[src/rtl/core/hed_pkg.sv]
// Shared types and byte constants for the character reference decoder.
`timescale 1ns / 1ps

package hed_pkg;

  localparam logic [7:0] CH_AMP   = 8'h26;  // '&'
  localparam logic [7:0] CH_SEMI  = 8'h3B;  // ';'
  localparam logic [7:0] CH_LT    = 8'h3C;  // '<'
  localparam logic [7:0] CH_GT    = 8'h3E;  // '>'
  localparam logic [7:0] CH_QUOT  = 8'h22;  // '"'
  localparam logic [7:0] CH_APOS  = 8'h27;  // single quote
  localparam logic [7:0] CH_SPACE = 8'h20;

  localparam logic [15:0] NAME_LT   = "lt";
  localparam logic [15:0] NAME_GT   = "gt";
  localparam logic [23:0] NAME_AMP  = "amp";
  localparam logic [23:0] NAME_N39  = "#39";
  localparam logic [31:0] NAME_QUOT = "quot";
  localparam logic [31:0] NAME_APOS = "apos";
  localparam logic [31:0] NAME_NBSP = "nbsp";

  typedef enum logic {
    ST_IDLE,
    ST_DRAIN
  } state_t;

  // Command broadcast along the row of cells.
  typedef struct packed {
    logic       clear;
    logic       shift;
    logic       append;
    logic       shift_in_valid;
    logic [7:0] shift_in_data;
    logic [7:0] append_data;
  } chain_cmd_t;

  // What the controller sees of the row and of the name lookup.
  typedef struct packed {
    logic       head_valid;
    logic       next_valid;
    logic       full;
    logic [7:0] head_data;
    logic [7:0] next_data;
    logic       match_hit;
    logic [7:0] match_byte;
  } chain_stat_t;

endpackage

[src/rtl/core/hed_cell.sv]
// One holding cell of the reference buffer row.
`timescale 1ns / 1ps

module hed_cell (
  input  logic               clk,
  input  logic               rst,
  input  hed_pkg::chain_cmd_t cmd,
  input  logic               prev_valid,
  input  logic               right_valid,
  input  logic [7:0]         right_data,
  output logic               valid,
  output logic [7:0]         data
);
  import hed_pkg::*;

  // The first empty cell behind a filled one takes an appended byte.
  always_ff @(posedge clk) begin
    if (rst) begin
      valid <= 1'b0;
    end else if (cmd.clear) begin
      valid <= 1'b0;
    end else if (cmd.shift) begin
      valid <= right_valid;
    end else if (cmd.append && prev_valid && !valid) begin
      valid <= 1'b1;
    end
  end

  always_ff @(posedge clk) begin
    if (cmd.shift) begin
      data <= right_data;
    end else if (cmd.append && prev_valid && !valid) begin
      data <= cmd.append_data;
    end
  end

endmodule

[src/rtl/core/hed_ctrl.sv]
// Sequencer that takes input words and drains result words from the cell row and the tail register.
`timescale 1ns / 1ps

module hed_ctrl (
  input  logic                 clk,
  input  logic                 rst,
  input  logic                 in_valid,
  output logic                 in_ready,
  input  logic [7:0]           in_byte,
  input  logic                 in_final,
  output logic                 out_valid,
  input  logic                 out_ready,
  output logic [7:0]           out_byte,
  output logic                 run_end,
  output logic                 text_end,
  input  hed_pkg::chain_stat_t stat,
  output hed_pkg::chain_cmd_t  cmd
);
  import hed_pkg::*;

  state_t     state;
  state_t     state_next;
  logic [7:0] tail_byte;
  logic       tail_valid;
  logic       forced;
  logic       flush_all;
  logic       text_fin;

  logic       accept;
  logic       emit_go;
  logic       start;
  logic [7:0] setup_tail;
  logic       setup_tail_valid;
  logic       setup_forced;
  logic       setup_flush;
  logic [7:0] em_byte;
  logic       em_last;
  logic       em_tail;

  assign accept  = in_valid && in_ready;
  assign emit_go = (state == ST_DRAIN) && (!out_valid || out_ready);

  always_comb begin
    state_next = state;
    unique case (state)
      ST_IDLE:  if (accept && start) state_next = ST_DRAIN;
      ST_DRAIN: if (emit_go && em_last) state_next = ST_IDLE;
      default:  state_next = ST_IDLE;
    endcase
  end

  always_comb begin
    in_ready             = 1'b0;
    start                = 1'b0;
    setup_tail           = in_byte;
    setup_tail_valid     = 1'b0;
    setup_forced         = 1'b0;
    setup_flush          = 1'b1;
    em_byte              = tail_byte;
    em_last              = 1'b1;
    em_tail              = 1'b0;
    cmd                  = '0;
    cmd.append_data      = in_byte;
    cmd.shift_in_data    = tail_byte;
    cmd.shift_in_valid   = forced;
    unique case (state)
      ST_IDLE: begin
        in_ready = 1'b1;
        if (!stat.head_valid) begin
          if (in_byte == CH_AMP) begin
            cmd.append = accept;
            start      = in_final;
          end else begin
            setup_tail_valid = 1'b1;
            start            = 1'b1;
          end
        end else if (in_byte == CH_SEMI) begin
          start            = 1'b1;
          setup_tail_valid = 1'b1;
          if (stat.match_hit) begin
            setup_tail = stat.match_byte;
            cmd.clear  = accept;
          end
        end else if (!stat.full) begin
          cmd.append = accept;
          start      = in_final;
        end else begin
          start        = 1'b1;
          setup_forced = 1'b1;
          setup_flush  = in_final;
        end
      end
      ST_DRAIN: begin
        if (forced) begin
          em_byte   = stat.head_data;
          em_last   = !flush_all && (stat.next_data == CH_AMP);
          cmd.shift = emit_go;
        end else if (stat.head_valid) begin
          em_byte   = stat.head_data;
          em_last   = flush_all ? !(stat.next_valid || tail_valid)
                                : !(stat.next_valid && (stat.next_data != CH_AMP));
          cmd.shift = emit_go;
        end else begin
          em_tail = 1'b1;
        end
      end
      default: ;
    endcase
  end

  always_ff @(posedge clk) begin
    if (rst) begin
      state      <= ST_IDLE;
      tail_valid <= 1'b0;
      forced     <= 1'b0;
      flush_all  <= 1'b0;
      out_valid  <= 1'b0;
    end else begin
      state <= state_next;
      if (accept && start) begin
        tail_valid <= setup_tail_valid;
        forced     <= setup_forced;
        flush_all  <= setup_flush;
      end else if (emit_go) begin
        forced <= 1'b0;
        if (em_tail) tail_valid <= 1'b0;
      end
      if (emit_go) begin
        out_valid <= 1'b1;
      end else if (out_ready) begin
        out_valid <= 1'b0;
      end
    end
  end

  always_ff @(posedge clk) begin
    if (accept && start) begin
      tail_byte <= setup_tail;
      text_fin  <= in_final;
    end
    if (emit_go) begin
      out_byte <= em_byte;
      run_end  <= em_last;
      text_end <= em_last && text_fin;
    end
  end

endmodule

[src/rtl/core/html_entity_decoder_unit.sv]
// Top level of the streaming HTML character reference decoder.
`timescale 1ns / 1ps

// Usage notes.
// Input words (in_byte, in_final) enter on a valid/ready channel; result words
// (out_byte, run_end, text_end) leave on a second valid/ready channel.
// An ampersand and the name bytes after it are held in a row of cells; a
// semicolon closes the reference and a known name is replaced by one byte.
// in_ready is high whenever the sequencer is idle. A word that is only held
// is stored in the cell row. A word that gives result words is taken first,
// then each result is shifted out of the head of the cell row or taken from
// the single tail register. Results are registered in the result register
// while the sequencer is in its drain state.
// run_end marks the last result of an input word, text_end additionally marks
// it when that word carried in_final.
// The result register sits between the two sides, so a new input word can be
// taken while the last result of the previous one waits for out_ready. When
// the receiver stalls, draining simply pauses with the held bytes in place.
// Reset empties the cell row, drops any pending output word and returns the
// sequencer to idle.

module html_entity_decoder_unit #(
  parameter int MAX_REF_SPAN = 10
) (
  input  logic       clk,
  input  logic       rst,
  input  logic       in_valid,
  output logic       in_ready,
  input  logic [7:0] in_byte,
  input  logic       in_final,
  output logic       out_valid,
  input  logic       out_ready,
  output logic [7:0] out_byte,
  output logic       run_end,
  output logic       text_end
);
  import hed_pkg::*;

  // Padding so that the name lookup may look at fixed cell places even when
  // the row is shorter than the longest name.
  localparam int PAD_CELLS = 6;
  localparam int PAD_W     = MAX_REF_SPAN + PAD_CELLS;

  chain_cmd_t  cmd;
  chain_stat_t stat;

  logic [MAX_REF_SPAN-1:0]   cell_valid;
  logic [8*MAX_REF_SPAN-1:0] cell_flat;
  logic [MAX_REF_SPAN:0]     prev_vec;
  logic [MAX_REF_SPAN:0]     right_valid_vec;
  logic [8*MAX_REF_SPAN+7:0] right_data_vec;
  logic [PAD_W-1:0]          pad_valid;
  logic [8*PAD_W-1:0]        pad_data;

  // Each cell looks left for "the cell before me is filled" and right for the
  // byte it takes on a shift; the last cell takes the controller's shift input.
  assign prev_vec        = {cell_valid, 1'b1};
  assign right_valid_vec = {cmd.shift_in_valid, cell_valid};
  assign right_data_vec  = {cmd.shift_in_data, cell_flat};

  for (genvar i = 0; i < MAX_REF_SPAN; i++) begin : g_cell
    hed_cell u_cell (
      .clk         (clk),
      .rst         (rst),
      .cmd         (cmd),
      .prev_valid  (prev_vec[i]),
      .right_valid (right_valid_vec[i+1]),
      .right_data  (right_data_vec[8*(i+1) +: 8]),
      .valid       (cell_valid[i]),
      .data        (cell_flat[8*i +: 8])
    );
  end

  assign pad_valid = {{PAD_CELLS{1'b0}}, cell_valid};
  assign pad_data  = {{(8*PAD_CELLS){1'b0}}, cell_flat};

  // Held count is len + 1 (ampersand plus name) exactly when cell len is the
  // last filled cell, since the filled cells always form an unbroken run.
  logic cnt3, cnt4, cnt5;
  logic [15:0] name2;
  logic [23:0] name3;
  logic [31:0] name4;

  assign cnt3  = pad_valid[2] && !pad_valid[3];
  assign cnt4  = pad_valid[3] && !pad_valid[4];
  assign cnt5  = pad_valid[4] && !pad_valid[5];
  assign name2 = {pad_data[15:8], pad_data[23:16]};
  assign name3 = {name2, pad_data[31:24]};
  assign name4 = {name3, pad_data[39:32]};

  always_comb begin
    stat.head_valid = cell_valid[0];
    stat.next_valid = cell_valid[1];
    stat.full       = cell_valid[MAX_REF_SPAN-1];
    stat.head_data  = cell_flat[7:0];
    stat.next_data  = cell_flat[15:8];
    stat.match_hit  = 1'b1;
    stat.match_byte = CH_AMP;
    if (cnt4 && name3 == NAME_AMP) begin
      stat.match_byte = CH_AMP;
    end else if (cnt3 && name2 == NAME_LT) begin
      stat.match_byte = CH_LT;
    end else if (cnt3 && name2 == NAME_GT) begin
      stat.match_byte = CH_GT;
    end else if (cnt5 && name4 == NAME_QUOT) begin
      stat.match_byte = CH_QUOT;
    end else if (cnt5 && name4 == NAME_APOS) begin
      stat.match_byte = CH_APOS;
    end else if (cnt4 && name3 == NAME_N39) begin
      stat.match_byte = CH_APOS;
    end else if (cnt5 && name4 == NAME_NBSP) begin
      stat.match_byte = CH_SPACE;
    end else begin
      stat.match_hit = 1'b0;
    end
  end

  hed_ctrl u_ctrl (
    .clk       (clk),
    .rst       (rst),
    .in_valid  (in_valid),
    .in_ready  (in_ready),
    .in_byte   (in_byte),
    .in_final  (in_final),
    .out_valid (out_valid),
    .out_ready (out_ready),
    .out_byte  (out_byte),
    .run_end   (run_end),
    .text_end  (text_end),
    .stat      (stat),
    .cmd       (cmd)
  );

endmodule

[config.mk]
export PLATFORM = sky130hd
export DESIGN_NAME = html_entity_decoder_unit
export DESIGN_NICKNAME = d
export VERILOG_FILES = /design/src/rtl/core/hed_pkg.sv /design/src/rtl/core/hed_cell.sv /design/src/rtl/core/hed_ctrl.sv /design/src/rtl/core/html_entity_decoder_unit.sv
export SDC_FILE = /design/constraint.sdc
export NUM_CORES = 1
export LEC_CHECK = 0
export BUFFER_PORTS_ARGS = -buffer_cell sky130_fd_sc_hd__buf_4
export CORE_MARGIN = 2
export CORE_UTILIZATION = 55
export CTS_BUF_LIST = sky130_fd_sc_hd__clkbuf_4 sky130_fd_sc_hd__clkbuf_8
export DETAILED_ROUTE_END_ITERATION = 16
export PLACE_DENSITY = 0.74
export SYNTH_ARGS = -nofsm -noshare
export SYNTH_HDL_FRONTEND = slang
export SYNTH_SLANG_ARGS = --single-unit
[constraint.sdc]
create_clock -name clk -period 2.5 [get_ports clk]
set_input_delay 0.25 -clock clk [delete_from_list [all_inputs] [get_ports clk]]
set_output_delay 0.25 -clock clk [all_outputs]
set_load 0.005 [all_outputs]
# Yosys cells after proc, flatten, opt, wreduce, memory -nomap -nowiden
# Index checks and enable logic that the tools add are counted.
totals:
  reg_bits: 114
  latchBits: 0
  ram_bits: 0
  mem_bits_ro: 0
  in_bits: 13
  output_inout_bits: 12
  wordCells: 217
  mem_count: 0
op_classes:
  n_addsub: 0
  n_mul: 0
  n_div: 0
  order_cmp: 0
  eq_ne: 11
  shift: 0
  mux: 108
  bitwise_logic: 1
  reduce_logical: 67
ops:
  columns: ["op", "n"]
  rows:
  - ["two-way mux 8 bit", 27]
  - ["equality test 32 x 31 -> 1 bit (second input constant)", 3]
  - ["two-way mux 1 bit", 73]
  - ["logical AND 1 bit", 36]
  - ["equality test 16 x 15 -> 1 bit (second input constant)", 2]
  - ["nonzero test 2 bit", 13]
  - ["equality test 24 x 22 -> 1 bit (second input constant)", 1]
  - ["equality test 24 x 23 -> 1 bit (second input constant)", 1]
  - ["equality test 8 x 6 -> 1 bit (second input constant)", 3]
  - ["two-way mux 5 bit", 3]
  - ["zero test 1 bit", 14]
  - ["two-way mux 3 bit", 4]
  - ["!= test 8 x 6 -> 1 bit (second input constant)", 1]
  - ["logical OR 1 bit", 2]
  - ["case mux 1 bit (2 select lines)", 1]
  - ["AND reduction 2 bit", 1]
  - ["OR reduction 2 bit", 1]
  - ["NOT 1 bit", 1]

# Depth between registers and ports, before layout
logic_depth:
  depth_word: 15
  ltp_mapped: 7
  ltp_nobuf: 6

# By module
# Synthesis repeated with hierarchy kept, for this count alone.
hier_totals:
  cells_unflattened: 374
  area_unflattened_um2: 5798.1
by_module_without_submodules:
  columns: ["module", "n_inst", "cells_per_inst", "area_per_inst_um2"]
  rows:
  - ["hed_cell", 10, 23, 417.9]
  - ["hed_ctrl", 1, 93, 1231.2]
  - ["html_entity_decoder_unit", 1, 51, 387.9]

# Worst setup path before layout
# No wires, ideal clock.
synth_timing:
  path_type: "flip-flop to flip-flop"
  startpoint: "reg g_cell[0].u_cell.valid"
  endpoint: "reg g_cell[2].u_cell.data[0], enable pin"
  setup_time_ns: 0.384
  arrival_time_ns: 2.141
  required_ns: 2.116
  path_slack_ns: -0.025
  stages_incl_launch_ff: 8
  path_buffers: 1
  synth_period_minus_slack_ns: 2.525
  cell_sequence: "dfxtp_1 -> or4b_1 -> nor3b_2 -> a21oi_2 -> nor2_4 -> buf_6 -> nand2_1 -> o21ai_0"
synth_via:
  elab_chain_len: 5
synth_rtl:
  columns: ["item", "line_no", "text"]
  rows:
  - ["start, declared", "hed_cell.sv:11", "output logic valid,"]
  - ["start signal, assigned", "hed_cell.sv:23", "valid <= right_valid;"]
  - ["two-way mux 1 bit", "hed_ctrl.sv:69", "if (!stat.head_valid) begin"]
  - ["two-way mux 1 bit", "hed_ctrl.sv:66", "unique case (state)"]
  - ["logical AND 1 bit (2 in a row)", "hed_cell.sv:32", "end else if (cmd.append && prev_valid && !valid) begin"]
  - ["nonzero test 2 bit (no source line) (*)", null, null]
  - ["end signal, assigned", "hed_cell.sv:31", "data <= right_data;"]
  - ["end signal, assigned", "hed_cell.sv:33", "data <= cmd.append_data;"]
  - ["end, declared", "hed_cell.sv:12", "output logic [7:0] data"]
# Mark *: on every way between the ends. The rest lies on a longest branch, timed or not.
# A chain may end at the register's enable or synchronous reset.

# Final worst setup path
layout_timing:
  startpoint: "reg g_cell[0].u_cell.valid"
  endpoint: "reg g_cell[7].u_cell.data[7], enable pin"
layout_via:
  elab_chain_len: 5
layout_rtl:
  columns: ["item", "line_no"]
  rows:
  - ["two-way mux 1 bit", "hed_ctrl.sv:69"]
  - ["two-way mux 1 bit", "hed_ctrl.sv:66"]
  - ["logical AND 1 bit (2 in a row)", "hed_cell.sv:32"]
  - ["nonzero test 2 bit (no source line) (*)", null]
  - ["end signal, assigned", "hed_cell.sv:31"]
  - ["end signal, assigned", "hed_cell.sv:33"]
  - ["end, declared", "hed_cell.sv:12"]
# Marks and branches as above.

==> impl_results.md <==
- Crit. End Element: flip-flop
- Pin count of the biggest net entering global routing: 90
- WS Path Type: flip-flop to flip-flop
- Register area share after synthesis: 62.4%
- Setup Skew: 8.84 ps
- Post-synthesis cell area: 5240 sq um
- Req. time, crit path: 2640 ps
- GRT busiest layer: met2
- Die H: 102 um
- Gr ovfl total: 0
- Initial Util: 56.7%
- Worst-Skew Late Latency: 430 ps
- CTS tree: done
- Int Power: 3820 uW
- Crit Path Max Fanout: 14
- Met2 GRT Util: 37.9%
- Total number of vias: 3664
- Worst-Margin Slew: 946 ps
- Worst reg-to-reg setup slack: 110 ps
- Adder-Cell Fraction of Synth Area: 0%
- Clk sinks: 114
- Post-synth ARST share: 0%
- IO Count: 25
- Synth top area cells: edfxtp_1 57%, a21o_1 12%, dfxtp_1 5.7%, mux2_2 1.7%, nand2_1 1.6%
- Antenna violations before repair: 0
- VDD IR max: 0.000465 V
- Register share of total power: 51.1%
- IO Port Bufs: 24
- Num rows: 35
- Nets: 466
- Main combinational cell family by area after synthesis: compound AO/OA/AOI/OAI gates
- Minimum hold slack: 34.5 ps
- Status: finished clean
- Remaining DRCs: 0
- Final max-slew violation count: 0
- Initial DRC count: 448
- Tcrit/Tclk final: 95.5%
- Switching share of total power: 28.9%
- Worst path cell trace: or4b_1, nor3b_2, a21oi_2, nor2_4, nand2_1, o21ai_0, buf_4
- Largest area contributor in the netlist: edfxtp_1
- Syn avg cell area: 12.7 sq um
- Area Growth Syn to Fin: 15.0%
- Time the worst path needs with I/O delays and setup: 2390 ps
- Synth Area in XOR/XNOR: 0%
- Vias in the first global route: 3541
- Placed Area: 5650 sq um
- Filler cell count: 676
- DIE AREA: 10300 sq um
- Peak Freq: 419 MHz
- Net switching power: 1550 uW
- Core area: 9240 sq um
- Final Setup Violations: 0
- Slowest cell on crit path: or4b_1
- Most frequent cells in the layout: 99 x edfxtp_1, 81 x a21o_1, 45 x buf_4, 23 x nand2_1, 20 x clkbuf_8
- Synth Area in Compound Gates: 17.1%
- Post-DR wirelength/cell: 21.1 um
- Ys Warns: 0
- Cells after Synth: 412
- Placer Congestion: 0.968
- Cell area after layout: 6030 sq um
- M3 GR Usage: 7.11%
- Clock power share: 30.1%
- All-Layer GR Usage: 26.0%
- Slew HR: 36.7%
- Crit path largest cell delay: 560 ps
- Cts repair resizes: 0
- LEAKAGE: 0.00246 uW
- Max-Cap Viols: 0
- Pwr Total: 5370 uW
- Post-synth top flop: edfxtp_1
- Arrival @ worst endpoint: 2530 ps
- DRT antenna net count: 0
- Detailed-placement wirelength estimate: 8380 um
- Commonest non-fill, non-tap cell in the layout: edfxtp_1
- Share of layout cells above drive strength 1: 21.0%
- Drt total wl: 12500 um
- Combinational share of power: 18.8%
- Setup bufs post-CTS: 0
- CP Launch Type: flip-flop
- CTS H-tree depth: 4
- Post-synthesis register bit count: 114
- Grt met1 use: 36.4%
- Unrepaired setup endpoints after global routing: false
- Final core utilization: 65.2%
- Mux cell area share after synthesis: 1.72%
- Hold Crit Class: primary input to flip-flop
- Width of the die: 102 um
- Clock root cell: clkbuf_8
- Buffer depth of the longest clock path: 2
- Cts hold-fix bufs: 0
- First-pass iteration count of the detailed router: 5
- Post-synth top area share: 56.7%
- Power density over the cells: 891 nW/um^2
- Global-route wire length before repair: 19600 um
- TritonCTS Buffers: 17
- Syn Nets: 425
- Clk slew on worst S/H paths: 70 ps
- EDFF count, synth: 99
- Fin. Hold Viols: 0
- Post-Synth Simple-Gate Area: 16.1%
- ANT cells: 0
- Vias per cell: 6.16
- Unique masters post-synth: 47
[final cells by class]
cell class	count	area (sq um)	area share (%)
clock buffer	25	313	5.19
clock inverter	7	61.3	1.02
inverter	10	37.5	0.623
multi-input combinational	265	1840	30.6
sequential	114	3270	54.3
tap	129	161	2.68
timing repair buffer	45	338	5.61
[registers in the layout, summed over array words and instances, names as in the netlist, 8 cells and up]
signal / flops
u_ctrl.out_byte: 8
g_cell.u_cell.data: 80
g_cell.u_cell.valid: 10
u_ctrl.tail_byte: 8
[metrics by stage]
step,setup TNS (ps),setup slack [ps],instances
after floorplan,-371,-23.3,412
final,0,112,595
after global routing,0,8.30,595
after detailed placement,0,164,563
after CTS,0,131,595
after global placement,0,214,563
[critical path, delay by kind of cell, from the launching register on]
| kind | cells | cell delay, ps |
|---|---|---|
| AOI/OAI and AO/OA | 2 | 270 |
| buffers and inverters | 1 | 200 |
| DFF | 1 | 350 |
| and+or+nand+nor | 4 | 1270 |
[power groups by stage]
stage | combinational (uW) | sequential, uW | clock, uW
after floorplan | 661 | 2680 | 0
after global placement | 979 | 2780 | 0
after detailed placement | 994 | 2770 | 0
after CTS | 1010 | 2740 | 1620
after global routing | 1100 | 2780 | 1710
final | 1010 | 2750 | 1620
[Yosys cell counts, types with 2 or more instances]
cell / number
a211oi_1: 9
a21o_1: 81
a21oi_1: 4
a311oi_1: 2
a31oi_1: 3
and2_1: 9
and3_1: 3
and4_1: 4
and4b_1: 4
and4bb_2: 2
buf_2: 2
clkbuf_1: 19
dfxtp_1: 15
edfxtp_1: 99
inv_1: 10
mux2_2: 8
nand2_1: 23
nand2b_1: 10
nand3_1: 7
nand4_1: 6
nand4b_1: 4
nand4bb_1: 2
nor2_1: 20
nor2b_1: 10
nor3_1: 3
nor3b_1: 5
nor3b_2: 5
nor4_1: 6
nor4b_1: 2
nor4bb_1: 2
o21ai_0: 12
o22ai_1: 2
o41ai_1: 2
or3_1: 3
or4b_1: 2
[per-layer routing]
layer  up-vias  share of wire, %
met5         -                 0
met3        32               8.8
met1      1763                42
met2       205                45
li1       1664                 -
met4         0               3.4
[path summary, 6_finish.rpt]
path                           from  cells after the start                  endpoint
max          g_cell[0].u_cell.valid                      7  g_cell[7].u_cell.data[7]
min                             rst                      2          u_ctrl.out_valid
max reg2reg  g_cell[0].u_cell.valid                      7  g_cell[7].u_cell.data[7]
min reg2reg        u_ctrl.flush_all                      2          u_ctrl.flush_all
[logic make-up (layout without fill, tap and decap cells)]
kind of cell	after synthesis	after routing
compound gates	122	122
mux	8	8
simple gates	135	135
buf+inv	33	87
flops	114	114
No activity file was read; power rests on OpenSTA's default activity.
